**config.mk**
```make
export PLATFORM = sky130hd
export DESIGN_NAME = transaction_latency_tracker_flat
export DESIGN_NICKNAME = d
export VERILOG_FILES = /design/src/rtl/tlt_pkg.sv /design/src/rtl/txn_event_if.sv /design/src/rtl/txn_result_if.sv /design/src/rtl/tlt_front.sv /design/src/rtl/tlt_fifo.sv /design/src/rtl/tlt_back.sv /design/src/rtl/transaction_latency_tracker.sv /design/src/flat_wrapper.sv
export SDC_FILE = /design/constraint.sdc
export NUM_CORES = 2
export LEC_CHECK = 0
export BUFFER_PORTS_ARGS = -buffer_cell sky130_fd_sc_hd__buf_4
export CAP_MARGIN = 20
export CORE_ASPECT_RATIO = 0.5
export CORE_MARGIN = 5
export CORE_UTILIZATION = 56
export CTS_CLUSTER_SIZE = 24
export DETAILED_ROUTE_END_ITERATION = 7
export GPL_TIMING_DRIVEN = 0
export PLACE_DENSITY = 0.81
export SETUP_SLACK_MARGIN = 0.15
export SLEW_MARGIN = 10
export SYNTH_ARGS = -nofsm -noshare
export SYNTH_HDL_FRONTEND = slang
export SYNTH_SLANG_ARGS = --single-unit
```
**constraint.sdc**
```tcl
create_clock -name clk_i -period 6.09 [get_ports clk_i]
set_clock_uncertainty 0.1 [all_clocks]
set_input_delay 0.9135 -clock clk_i [delete_from_list [all_inputs] [get_ports clk_i]]
set_output_delay 0.9135 -clock clk_i [all_outputs]
set_load 0.005 [all_outputs]
```
**src/rtl/tlt_pkg.sv**
```systemverilog
package tlt_pkg;

  // Table geometry
  localparam int unsigned ENTRIES = 16;
  localparam int unsigned IDX_W   = (ENTRIES > 1) ? $clog2(ENTRIES) : 1;

  // Command queue between front and back
  localparam int unsigned QDEPTH = 2;
  localparam int unsigned QPTR_W = (QDEPTH > 1) ? $clog2(QDEPTH) : 1;
  localparam int unsigned QCNT_W = $clog2(QDEPTH + 1);

  // Average divider: one quotient bit per cycle
  localparam int unsigned DIV_STEPS = 64;
  localparam int unsigned DIV_CNT_W = $clog2(DIV_STEPS);

  typedef enum logic [2:0] {
    ST_NEW     = 3'd0,
    ST_RESTART = 3'd1,
    ST_FULL    = 3'd2,
    ST_ENDED   = 3'd3,
    ST_UNKNOWN = 3'd4
  } status_e;

  // Classified event handed from the front to the back
  typedef struct packed {
    status_e     status;
    logic [63:0] duration;
  } cmd_t;

endpackage

```
**src/rtl/txn_event_if.sv**
```systemverilog
interface txn_event_if;
  logic        valid;
  logic        ready;
  logic        op;
  logic [63:0] txn_id;
  logic [63:0] now_ns;

  modport source (output valid, output op, output txn_id, output now_ns, input ready);
  modport sink   (input valid, input op, input txn_id, input now_ns, output ready);
endinterface

```
**src/rtl/txn_result_if.sv**
```systemverilog
interface txn_result_if;
  logic        valid;
  logic        ready;
  logic [2:0]  status;
  logic [63:0] duration;
  logic [31:0] completed_count;
  logic [63:0] average;

  modport source (output valid, output status, output duration, output completed_count,
                  output average, input ready);
  modport sink   (input valid, input status, input duration, input completed_count,
                  input average, output ready);
endinterface

```
**src/rtl/tlt_front.sv**
```systemverilog
module tlt_front (
  input  logic          clk_i,
  input  logic          rst_ni,
  txn_event_if.sink     evt_i,
  output logic          push_o,
  output tlt_pkg::cmd_t push_data_o,
  input  logic          full_i
);
  import tlt_pkg::*;

  typedef enum logic [1:0] {
    F_IDLE,
    F_MATCH,
    F_PUSH
  } state_e;

  state_e             state_q;
  logic               op_q;
  logic [63:0]        id_q;
  logic [63:0]        now_q;
  logic               hit_q;
  logic [IDX_W-1:0]   hit_idx_q;
  logic               free_any_q;
  logic [IDX_W-1:0]   free_idx_q;

  logic [ENTRIES-1:0] slot_valid_q;
  logic [63:0]        slot_id_q    [ENTRIES];
  logic [63:0]        slot_start_q [ENTRIES];

  logic               hit_any;
  logic [IDX_W-1:0]   hit_idx;
  logic               free_any;
  logic [IDX_W-1:0]   free_idx;
  logic [63:0]        start_sel;

  assign evt_i.ready = (state_q == F_IDLE);

  // Search the table: lowest matching valid slot, lowest free slot
  always_comb begin
    hit_any  = 1'b0;
    hit_idx  = '0;
    free_any = 1'b0;
    free_idx = '0;
    for (int i = ENTRIES - 1; i >= 0; i--) begin
      if (slot_valid_q[i] && (slot_id_q[i] == id_q)) begin
        hit_any = 1'b1;
        hit_idx = IDX_W'(i);
      end
      if (!slot_valid_q[i]) begin
        free_any = 1'b1;
        free_idx = IDX_W'(i);
      end
    end
  end

  // Classify the event and measure the duration
  assign start_sel = slot_start_q[hit_idx_q];

  always_comb begin
    push_data_o.duration = '0;
    if (!op_q) begin
      if (hit_q) begin
        push_data_o.status = ST_RESTART;
      end else if (free_any_q) begin
        push_data_o.status = ST_NEW;
      end else begin
        push_data_o.status = ST_FULL;
      end
    end else begin
      if (hit_q) begin
        push_data_o.status   = ST_ENDED;
        push_data_o.duration = now_q - start_sel;
      end else begin
        push_data_o.status = ST_UNKNOWN;
      end
    end
  end

  assign push_o = (state_q == F_PUSH) && !full_i;

  // Sequence: take word, search, then update table and hand off
  always_ff @(posedge clk_i or negedge rst_ni) begin
    if (!rst_ni) begin
      state_q      <= F_IDLE;
      slot_valid_q <= '0;
    end else begin
      unique case (state_q)
        F_IDLE: begin
          if (evt_i.valid) begin
            state_q <= F_MATCH;
          end
        end
        F_MATCH: begin
          state_q <= F_PUSH;
        end
        F_PUSH: begin
          if (push_o) begin
            state_q <= F_IDLE;
            if (!op_q) begin
              if (!hit_q && free_any_q) begin
                slot_valid_q[free_idx_q] <= 1'b1;
              end
            end else if (hit_q) begin
              slot_valid_q[hit_idx_q] <= 1'b0;
            end
          end
        end
        default: begin
          state_q <= F_IDLE;
        end
      endcase
    end
  end

  // Latch the event and search results; write slot payload
  always_ff @(posedge clk_i) begin
    if (evt_i.valid && evt_i.ready) begin
      op_q  <= evt_i.op;
      id_q  <= evt_i.txn_id;
      now_q <= evt_i.now_ns;
    end
    if (state_q == F_MATCH) begin
      hit_q      <= hit_any;
      hit_idx_q  <= hit_idx;
      free_any_q <= free_any;
      free_idx_q <= free_idx;
    end
    if (push_o && !op_q) begin
      if (hit_q) begin
        slot_start_q[hit_idx_q] <= now_q;
      end else if (free_any_q) begin
        slot_id_q[free_idx_q]    <= id_q;
        slot_start_q[free_idx_q] <= now_q;
      end
    end
  end

endmodule

```
**src/rtl/tlt_fifo.sv**
```systemverilog
module tlt_fifo (
  input  logic          clk_i,
  input  logic          rst_ni,
  input  logic          push_i,
  input  tlt_pkg::cmd_t push_data_i,
  output logic          full_o,
  input  logic          pop_i,
  output tlt_pkg::cmd_t pop_data_o,
  output logic          empty_o
);
  import tlt_pkg::*;

  cmd_t              mem_q [QDEPTH];
  logic [QPTR_W-1:0] wr_ptr_q;
  logic [QPTR_W-1:0] rd_ptr_q;
  logic [QCNT_W-1:0] cnt_q;

  assign full_o     = (cnt_q == QCNT_W'(QDEPTH));
  assign empty_o    = (cnt_q == '0);
  assign pop_data_o = mem_q[rd_ptr_q];

  function automatic logic [QPTR_W-1:0] ptr_next(input logic [QPTR_W-1:0] p);
    ptr_next = (p == QPTR_W'(QDEPTH - 1)) ? '0 : p + 1'b1;
  endfunction

  // Advance pointers and occupancy
  always_ff @(posedge clk_i or negedge rst_ni) begin
    if (!rst_ni) begin
      wr_ptr_q <= '0;
      rd_ptr_q <= '0;
      cnt_q    <= '0;
    end else begin
      if (push_i) begin
        wr_ptr_q <= ptr_next(wr_ptr_q);
      end
      if (pop_i) begin
        rd_ptr_q <= ptr_next(rd_ptr_q);
      end
      if (push_i && !pop_i) begin
        cnt_q <= cnt_q + 1'b1;
      end else if (pop_i && !push_i) begin
        cnt_q <= cnt_q - 1'b1;
      end
    end
  end

  // Store the word
  always_ff @(posedge clk_i) begin
    if (push_i) begin
      mem_q[wr_ptr_q] <= push_data_i;
    end
  end

endmodule

```
**src/rtl/tlt_back.sv**
```systemverilog
module tlt_back (
  input  logic          clk_i,
  input  logic          rst_ni,
  input  logic          empty_i,
  input  tlt_pkg::cmd_t pop_data_i,
  output logic          pop_o,
  txn_result_if.source  res_o
);
  import tlt_pkg::*;

  typedef enum logic {
    B_IDLE,
    B_DIV
  } state_e;

  state_e               state_q;
  logic [31:0]          count_q;
  logic [63:0]          sum_q;
  logic [63:0]          avg_q;
  logic [31:0]          rem_q;
  logic [63:0]          quo_q;
  logic [DIV_CNT_W-1:0] step_q;
  logic [63:0]          dur_q;

  logic                 out_valid_q;
  status_e              out_status_q;
  logic [63:0]          out_dur_q;
  logic [31:0]          out_count_q;
  logic [63:0]          out_avg_q;

  logic                 out_free;
  logic                 out_load;
  logic                 div_last;
  logic [31:0]          count_inc;
  logic [64:0]          sum_add;
  logic [63:0]          sum_new;
  logic [32:0]          shifted;
  logic [32:0]          diff;
  logic                 ge;
  logic [31:0]          rem_next;
  logic [63:0]          quo_next;

  assign out_free = !out_valid_q || res_o.ready;
  assign pop_o    = (state_q == B_IDLE) && !empty_i && out_free;

  // Load the result word on a plain command or at the last divide step
  assign div_last = (state_q == B_DIV) && (step_q == DIV_CNT_W'(DIV_STEPS - 1));
  assign out_load = (pop_o && (pop_data_i.status != ST_ENDED)) || div_last;

  // Saturating count and sum
  assign count_inc = (count_q == 32'hFFFF_FFFF) ? count_q : count_q + 32'd1;
  assign sum_add   = {1'b0, sum_q} + {1'b0, pop_data_i.duration};
  assign sum_new   = sum_add[64] ? 64'hFFFF_FFFF_FFFF_FFFF : sum_add[63:0];

  // One restoring division step; remainder stays below the 32-bit count
  assign shifted  = {rem_q, quo_q[63]};
  assign diff     = shifted - {1'b0, count_q};
  assign ge       = (shifted >= {1'b0, count_q});
  assign rem_next = ge ? diff[31:0] : shifted[31:0];
  assign quo_next = {quo_q[62:0], ge};

  assign res_o.valid           = out_valid_q;
  assign res_o.status          = out_status_q;
  assign res_o.duration        = out_dur_q;
  assign res_o.completed_count = out_count_q;
  assign res_o.average         = out_avg_q;

  // Sequence: take a command, update totals, divide, present the word
  always_ff @(posedge clk_i or negedge rst_ni) begin
    if (!rst_ni) begin
      state_q      <= B_IDLE;
      count_q      <= '0;
      sum_q        <= '0;
      avg_q        <= '0;
      rem_q        <= '0;
      quo_q        <= '0;
      step_q       <= '0;
      dur_q        <= '0;
      out_valid_q  <= 1'b0;
      out_status_q <= ST_NEW;
      out_dur_q    <= '0;
      out_count_q  <= '0;
      out_avg_q    <= '0;
    end else begin
      if (out_load) begin
        out_valid_q <= 1'b1;
      end else if (out_valid_q && res_o.ready) begin
        out_valid_q <= 1'b0;
      end
      unique case (state_q)
        B_IDLE: begin
          if (pop_o) begin
            if (pop_data_i.status == ST_ENDED) begin
              count_q <= count_inc;
              sum_q   <= sum_new;
              rem_q   <= '0;
              quo_q   <= sum_new;
              step_q  <= '0;
              dur_q   <= pop_data_i.duration;
              state_q <= B_DIV;
            end else begin
              out_status_q <= pop_data_i.status;
              out_dur_q    <= pop_data_i.duration;
              out_count_q  <= count_q;
              out_avg_q    <= avg_q;
            end
          end
        end
        B_DIV: begin
          rem_q  <= rem_next;
          quo_q  <= quo_next;
          step_q <= step_q + 1'b1;
          if (div_last) begin
            avg_q        <= quo_next;
            out_status_q <= ST_ENDED;
            out_dur_q    <= dur_q;
            out_count_q  <= count_q;
            out_avg_q    <= quo_next;
            state_q      <= B_IDLE;
          end
        end
        default: begin
          state_q <= B_IDLE;
        end
      endcase
    end
  end

endmodule

```
**src/rtl/transaction_latency_tracker.sv**
```systemverilog
// Transaction latency tracker.
// evt_i carries one event word per transaction start or end (op, txn_id, now_ns);
// res_o returns exactly one result word per event, in event order: status,
// duration of an ended transaction, completed count and running average.
// A 16-slot table holds the outstanding ids with their start times.
// The front takes an event, searches the table and updates it (states F_IDLE,
// F_MATCH, F_PUSH), then posts a command into a two-word queue. The back turns
// each command into a result word: directly for starts and unknown ends, and
// for a matched end through the 64-step radix-2 divider that recomputes the
// average. The front takes a new event only after it has handed off the
// previous one; the back takes no new command while it divides.
// Reset empties the table and clears count, sum and average; the front is
// ready for events once reset is released.
// When the receiver stalls, the result word holds on res_o; the back stops,
// the queue fills, and then the front stops taking events.
module transaction_latency_tracker (
  input  logic          clk_i,
  input  logic          rst_ni,
  txn_event_if.sink     evt_i,
  txn_result_if.source  res_o
);
  import tlt_pkg::*;

  logic push;
  cmd_t push_data;
  logic full;
  logic pop;
  cmd_t pop_data;
  logic empty;

  tlt_front u_front (
    .clk_i       (clk_i),
    .rst_ni      (rst_ni),
    .evt_i       (evt_i),
    .push_o      (push),
    .push_data_o (push_data),
    .full_i      (full)
  );

  tlt_fifo u_fifo (
    .clk_i       (clk_i),
    .rst_ni      (rst_ni),
    .push_i      (push),
    .push_data_i (push_data),
    .full_o      (full),
    .pop_i       (pop),
    .pop_data_o  (pop_data),
    .empty_o     (empty)
  );

  tlt_back u_back (
    .clk_i      (clk_i),
    .rst_ni     (rst_ni),
    .empty_i    (empty),
    .pop_data_i (pop_data),
    .pop_o      (pop),
    .res_o      (res_o)
  );

endmodule
```
**src/flat_wrapper.sv**
```systemverilog
// flat-port wrapper written by rule: the top's interface ports become plain ports
module transaction_latency_tracker_flat import tlt_pkg::*;
  (clk_i, rst_ni, evt_i_valid, evt_i_op, evt_i_txn_id, evt_i_now_ns, evt_i_ready, res_o_valid, res_o_status, res_o_duration, res_o_completed_count, res_o_average, res_o_ready);
  txn_event_if evt_i_i ();
  txn_result_if res_o_i ();
  input  logic clk_i;
  input  logic rst_ni;
  input wire logic [$bits(evt_i_i.valid)-1:0] evt_i_valid;
  input wire logic [$bits(evt_i_i.op)-1:0] evt_i_op;
  input wire logic [$bits(evt_i_i.txn_id)-1:0] evt_i_txn_id;
  input wire logic [$bits(evt_i_i.now_ns)-1:0] evt_i_now_ns;
  output wire logic [$bits(evt_i_i.ready)-1:0] evt_i_ready;
  output wire logic [$bits(res_o_i.valid)-1:0] res_o_valid;
  output wire logic [$bits(res_o_i.status)-1:0] res_o_status;
  output wire logic [$bits(res_o_i.duration)-1:0] res_o_duration;
  output wire logic [$bits(res_o_i.completed_count)-1:0] res_o_completed_count;
  output wire logic [$bits(res_o_i.average)-1:0] res_o_average;
  input wire logic [$bits(res_o_i.ready)-1:0] res_o_ready;
  assign evt_i_i.valid = evt_i_valid;
  assign evt_i_i.op = evt_i_op;
  assign evt_i_i.txn_id = evt_i_txn_id;
  assign evt_i_i.now_ns = evt_i_now_ns;
  assign evt_i_ready = evt_i_i.ready;
  assign res_o_valid = res_o_i.valid;
  assign res_o_status = res_o_i.status;
  assign res_o_duration = res_o_i.duration;
  assign res_o_completed_count = res_o_i.completed_count;
  assign res_o_average = res_o_i.average;
  assign res_o_i.ready = res_o_ready;
  transaction_latency_tracker u_core (.clk_i(clk_i), .rst_ni(rst_ni), .evt_i(evt_i_i), .res_o(res_o_i));
endmodule
```
==> flow_summary.ini <==
[run_status]
status = finished, violations left
violations = setup timing

[yosys]
ys_ff_latch = 2834
syn_nets = 8173
synth_flop_cell = edfxtp_1
netlist_instances = 7875
async_flop_share_pct = 18.1
syn_area_mm2 = 0.121
syn_avg_cell_area_um2 = 15.4
synth_cell_type_count = 95
synth_edf_count = 2321
yosysWarnings = 0
seq_area_frac_synth_pct = 68.0

[timing]
hold_viol = 0
fmax_ghz = 0.160
rsz0062_at_grt = false
relSlewSlack_pct = 9.93
slew_viol_final = 0
tightest_slew_ns = 1.35
setup_slack_ns = -0.174
min_period_ns = 6.26
post-route-period-util_pct = 103
fin_tns_setup_ns = -0.174
whs_ns = 0.0680
setup_viol_count_final = 1

[die]
die-area_mm2 = 0.227
die_y_um = 339
rows = 120
start_util_pct = 56.5
core_region_area_mm2 = 0.215
io_pins = 298
dieWidth_um = 668

[layout]
multi_input_area_mm2 = 0.0367
stdcell_area_mm2 = 0.140
drive_above_1_share_pct = 18.4
nets = 8926
regArea_mm2 = 0.0825
n_fill_cell = 14200
syn_to_final_growth_pct = 15.2

[power]
ir_drop_v = 0.000305
power.density_mw_per_mm2 = 444
leakagePower_nw = 49.9

[clock_tree]
clkSinkCount = 2834
cts-root-buf = clkbuf_16
clk_pin_slew_ns = 0.07
cts_tree = yes
clock_path_buffers = 4
htree_levels = 4
cts_buffers = 238
clock_latency_ns = 0.92

[drt]
vias = 78600
detail-route-antenna-nets = 0
drcViolationCount = 0
drt_wl_total_um = 396000
vias_per_cell = 6.72
firstDrtPassIters = 8
routedWlPerCell_um = 33.9
drt_first_iter_violations = 12800

[worst_hold_path]
hp-class = in -> reg

[setup_path]
crit_fanout = 10
worst_ep_required_time_ns = 6.57
cp.arrival_ns = 6.75
cp-end-kind = flop
crit_path_start_kind = flop
crit_type = reg -> reg

[flow_run]
cap_viol_max_count = 0

[global_route]
antenna_found_initial = 16
grtUsageTotal_pct = 34.5
overflow = 0
grt_max_degree = 113
grt_pass1_wl_um = 556000
grt_pass1_vias = 76400

[placement]
io_buffers = 297
dpl-instance-area_mm2 = 0.131
routabilityCongestion = 1.01
place_ws_ns = -1.82
hpwl_um = 274000
-- worst max-delay path, cell delays in order (launching register included) --
cell      delay [ns]
edfxtp_1        0.96
clkbuf_1        0.90
clkbuf_2        0.71
xor2_1          0.20
nor4_1          0.47
nand4_1         0.38
nor4_1          0.36
nand4_1         0.44
a31oi_1         0.45
o31ai_1         0.14
a311oi_2        0.76
-- power by group --
group | internal [mW] | leakage, nW | total (mW) | switching, mW
logic | 7.72 | 18.7 | 20.7 | 13.0
registers | 23.5 | 27.4 | 25.7 | 2.13
clock network | 8.51 | 3.79 | 15.7 | 7.19
-- area by class of cell --
cell class,count,area share (%)
Tap cell,2867,2.57
Sequential cell,2834,59.1
Buffer,385,1.30
Multi-Input combinational cell,4403,26.2
Clock buffer,307,4.63
Inverter,253,0.679
Clock inverter,127,0.896
Timing Repair Buffer,513,4.61
Antenna cell,12,0.0215
-- state kept, by name, indices dropped and copies added, names as in the netlist, 2 cells and up --
register and count:
u_core.u_front.slot_id_q 1024, u_core.u_fifo.cnt_q 2, u_core.u_back.rem_q 32, u_core.u_back.res_o.completed_count 32
u_core.u_front.state_q 2, u_core.u_back.count_q 32, u_core.u_back.res_o.status 3, u_core.u_front.free_idx_q 4
u_core.u_back.dur_q 64, u_core.u_back.sum_q 64, u_core.u_front.hit_idx_q 4, u_core.u_front.now_q 64
u_core.u_front.slot_start_q 1024, u_core.u_front.id_q 64, u_core.u_fifo.mem_q 134, u_core.u_back.step_q 6
u_core.u_back.avg_q 64, u_core.u_back.res_o.average 64, u_core.u_front.slot_valid_q 16, u_core.u_back.quo_q 64
u_core.u_back.res_o.duration 64
-- what timing repair did --
action                                  CTS  global route
pin swaps                                 0             0
buffers inserted                          0             7
hold endpoints to repair                 45             0
hold buffers                              1             0
endpoints found under the setup margin  237            35
resized for setup                       124            49
-- cell families (layout without fill, tap and decap cells) --
| group | after synthesis | count (layout) | synth area share, % |
|---|---|---|---|
| adder cells (fa/ha/maj) | 165 | 165 | 1.72 |
| multiplexers | 616 | 616 | 8.55 |
| other | 0 | 12 | 0 |
| AND/OR/NAND/NOR | 1442 | 1442 | 5.78 |
| flip-flops | 2834 | 2834 | 68.0 |
| buffers and inverters | 638 | 1585 | 2.06 |
| XOR/XNOR | 968 | 968 | 6.99 |
| AO/OA/AOI/OAI | 1212 | 1212 | 6.85 |
-- cell usage after synthesis, types with 9 or more instances --
cell | count | share of area [%]
mux2i_1 | 138 | 1.1
inv_1 | 246 | 0.76
a21boi_0 | 10 | 0.062
o21bai_1 | 32 | 0.20
nor2b_1 | 17 | 0.088
a21o_1 | 133 | 0.82
a2bb2oi_1 | 9 | 0.065
buf_1 | 64 | 0.20
a21oi_1 | 353 | 1.5
buf_2 | 22 | 0.091
mux4_2 | 320 | 5.9
a2111oi_0 | 9 | 0.065
nand2_1 | 411 | 1.3
o2bb2ai_1 | 22 | 0.16
o31ai_1 | 17 | 0.11
o21ai_0 | 153 | 0.63
nand3_1 | 85 | 0.35
nand2b_1 | 47 | 0.24
and4_1 | 13 | 0.094
nor3_1 | 66 | 0.27
dfrtp_1 | 513 | 11
o21a_1 | 18 | 0.11
edfxtp_1 | 2321 | 57
or3_1 | 16 | 0.083
or4_1 | 11 | 0.068
nor4_1 | 143 | 0.74
a21oi_2 | 50 | 0.36
o221ai_1 | 17 | 0.12
a221o_1 | 69 | 0.57
ha_1 | 162 | 1.7
o22ai_1 | 79 | 0.41
nor2_1 | 369 | 1.1
a22oi_1 | 47 | 0.29
a22o_1 | 10 | 0.072
and2_1 | 16 | 0.083
a221oi_1 | 41 | 0.30
mux2_2 | 158 | 1.5
clkbuf_1 | 285 | 0.88
and3_1 | 22 | 0.11
o211ai_1 | 13 | 0.080
xnor2_1 | 523 | 3.8
a211oi_1 | 23 | 0.14
nand4_1 | 190 | 0.98
a31oi_1 | 30 | 0.15
xor2_1 | 445 | 3.2
-- cell usage in the layout, fill, tap and decap left out, drive strengths merged, types with 79 or more instances in the layout --
master,n
nor2,369
a21oi,403
a21o,133
dfrtp,513
nand4,190
xnor2,523
o22ai,79
inv,252
mux2,158
nor4,144
clkbuf,595
ha,162
nand2,411
mux4,320
buf,605
clkinv,93
edfxtp,2321
nand3,86
mux2i,138
o21ai,159
xor2,445
-- through the flow --
step	cells	utilization, %	power [mW]
after floorplan	7875	-	37.5
after global placement	11000	59.2	44.7
after detailed placement	11200	61.2	45.7
after CTS	11700	65.0	61.3
after global routing	11700	65.1	64.1
final	11700	65.1	62.1
-- final timing paths --
kind	from	end	slack [ns]	cells after the start
worst max register to register	u_core.u_front.id_q[8]	u_core.u_front.hit_idx_q[1]	-0.17	10
min in group asynchronous	rst_ni	u_core.u_back.res_o.completed_count[30]	0.62	2
worst min register to register	u_core.u_back.dur_q[56]	u_core.u_back.dur_q[56]	0.38	2
worst max-delay path	u_core.u_front.id_q[8]	u_core.u_front.hit_idx_q[1]	-0.17	10
worst min-delay path	evt_i_txn_id[32]	u_core.u_front.id_q[32]	0.07	1
max in group asynchronous	rst_ni	u_core.u_back.res_o.duration[14]	3.71	4
-- per-layer routing --
layer	vias up	GRT usage (%)	wire length, µm
li1	31600	-	-
met1	39300	44.6	137000
met4	8	19.7	28500
met3	1404	10.8	54800
met2	6320	51.8	176000
met5	-	0.253	222
Note: power is estimated with default switching activity, not from simulation.
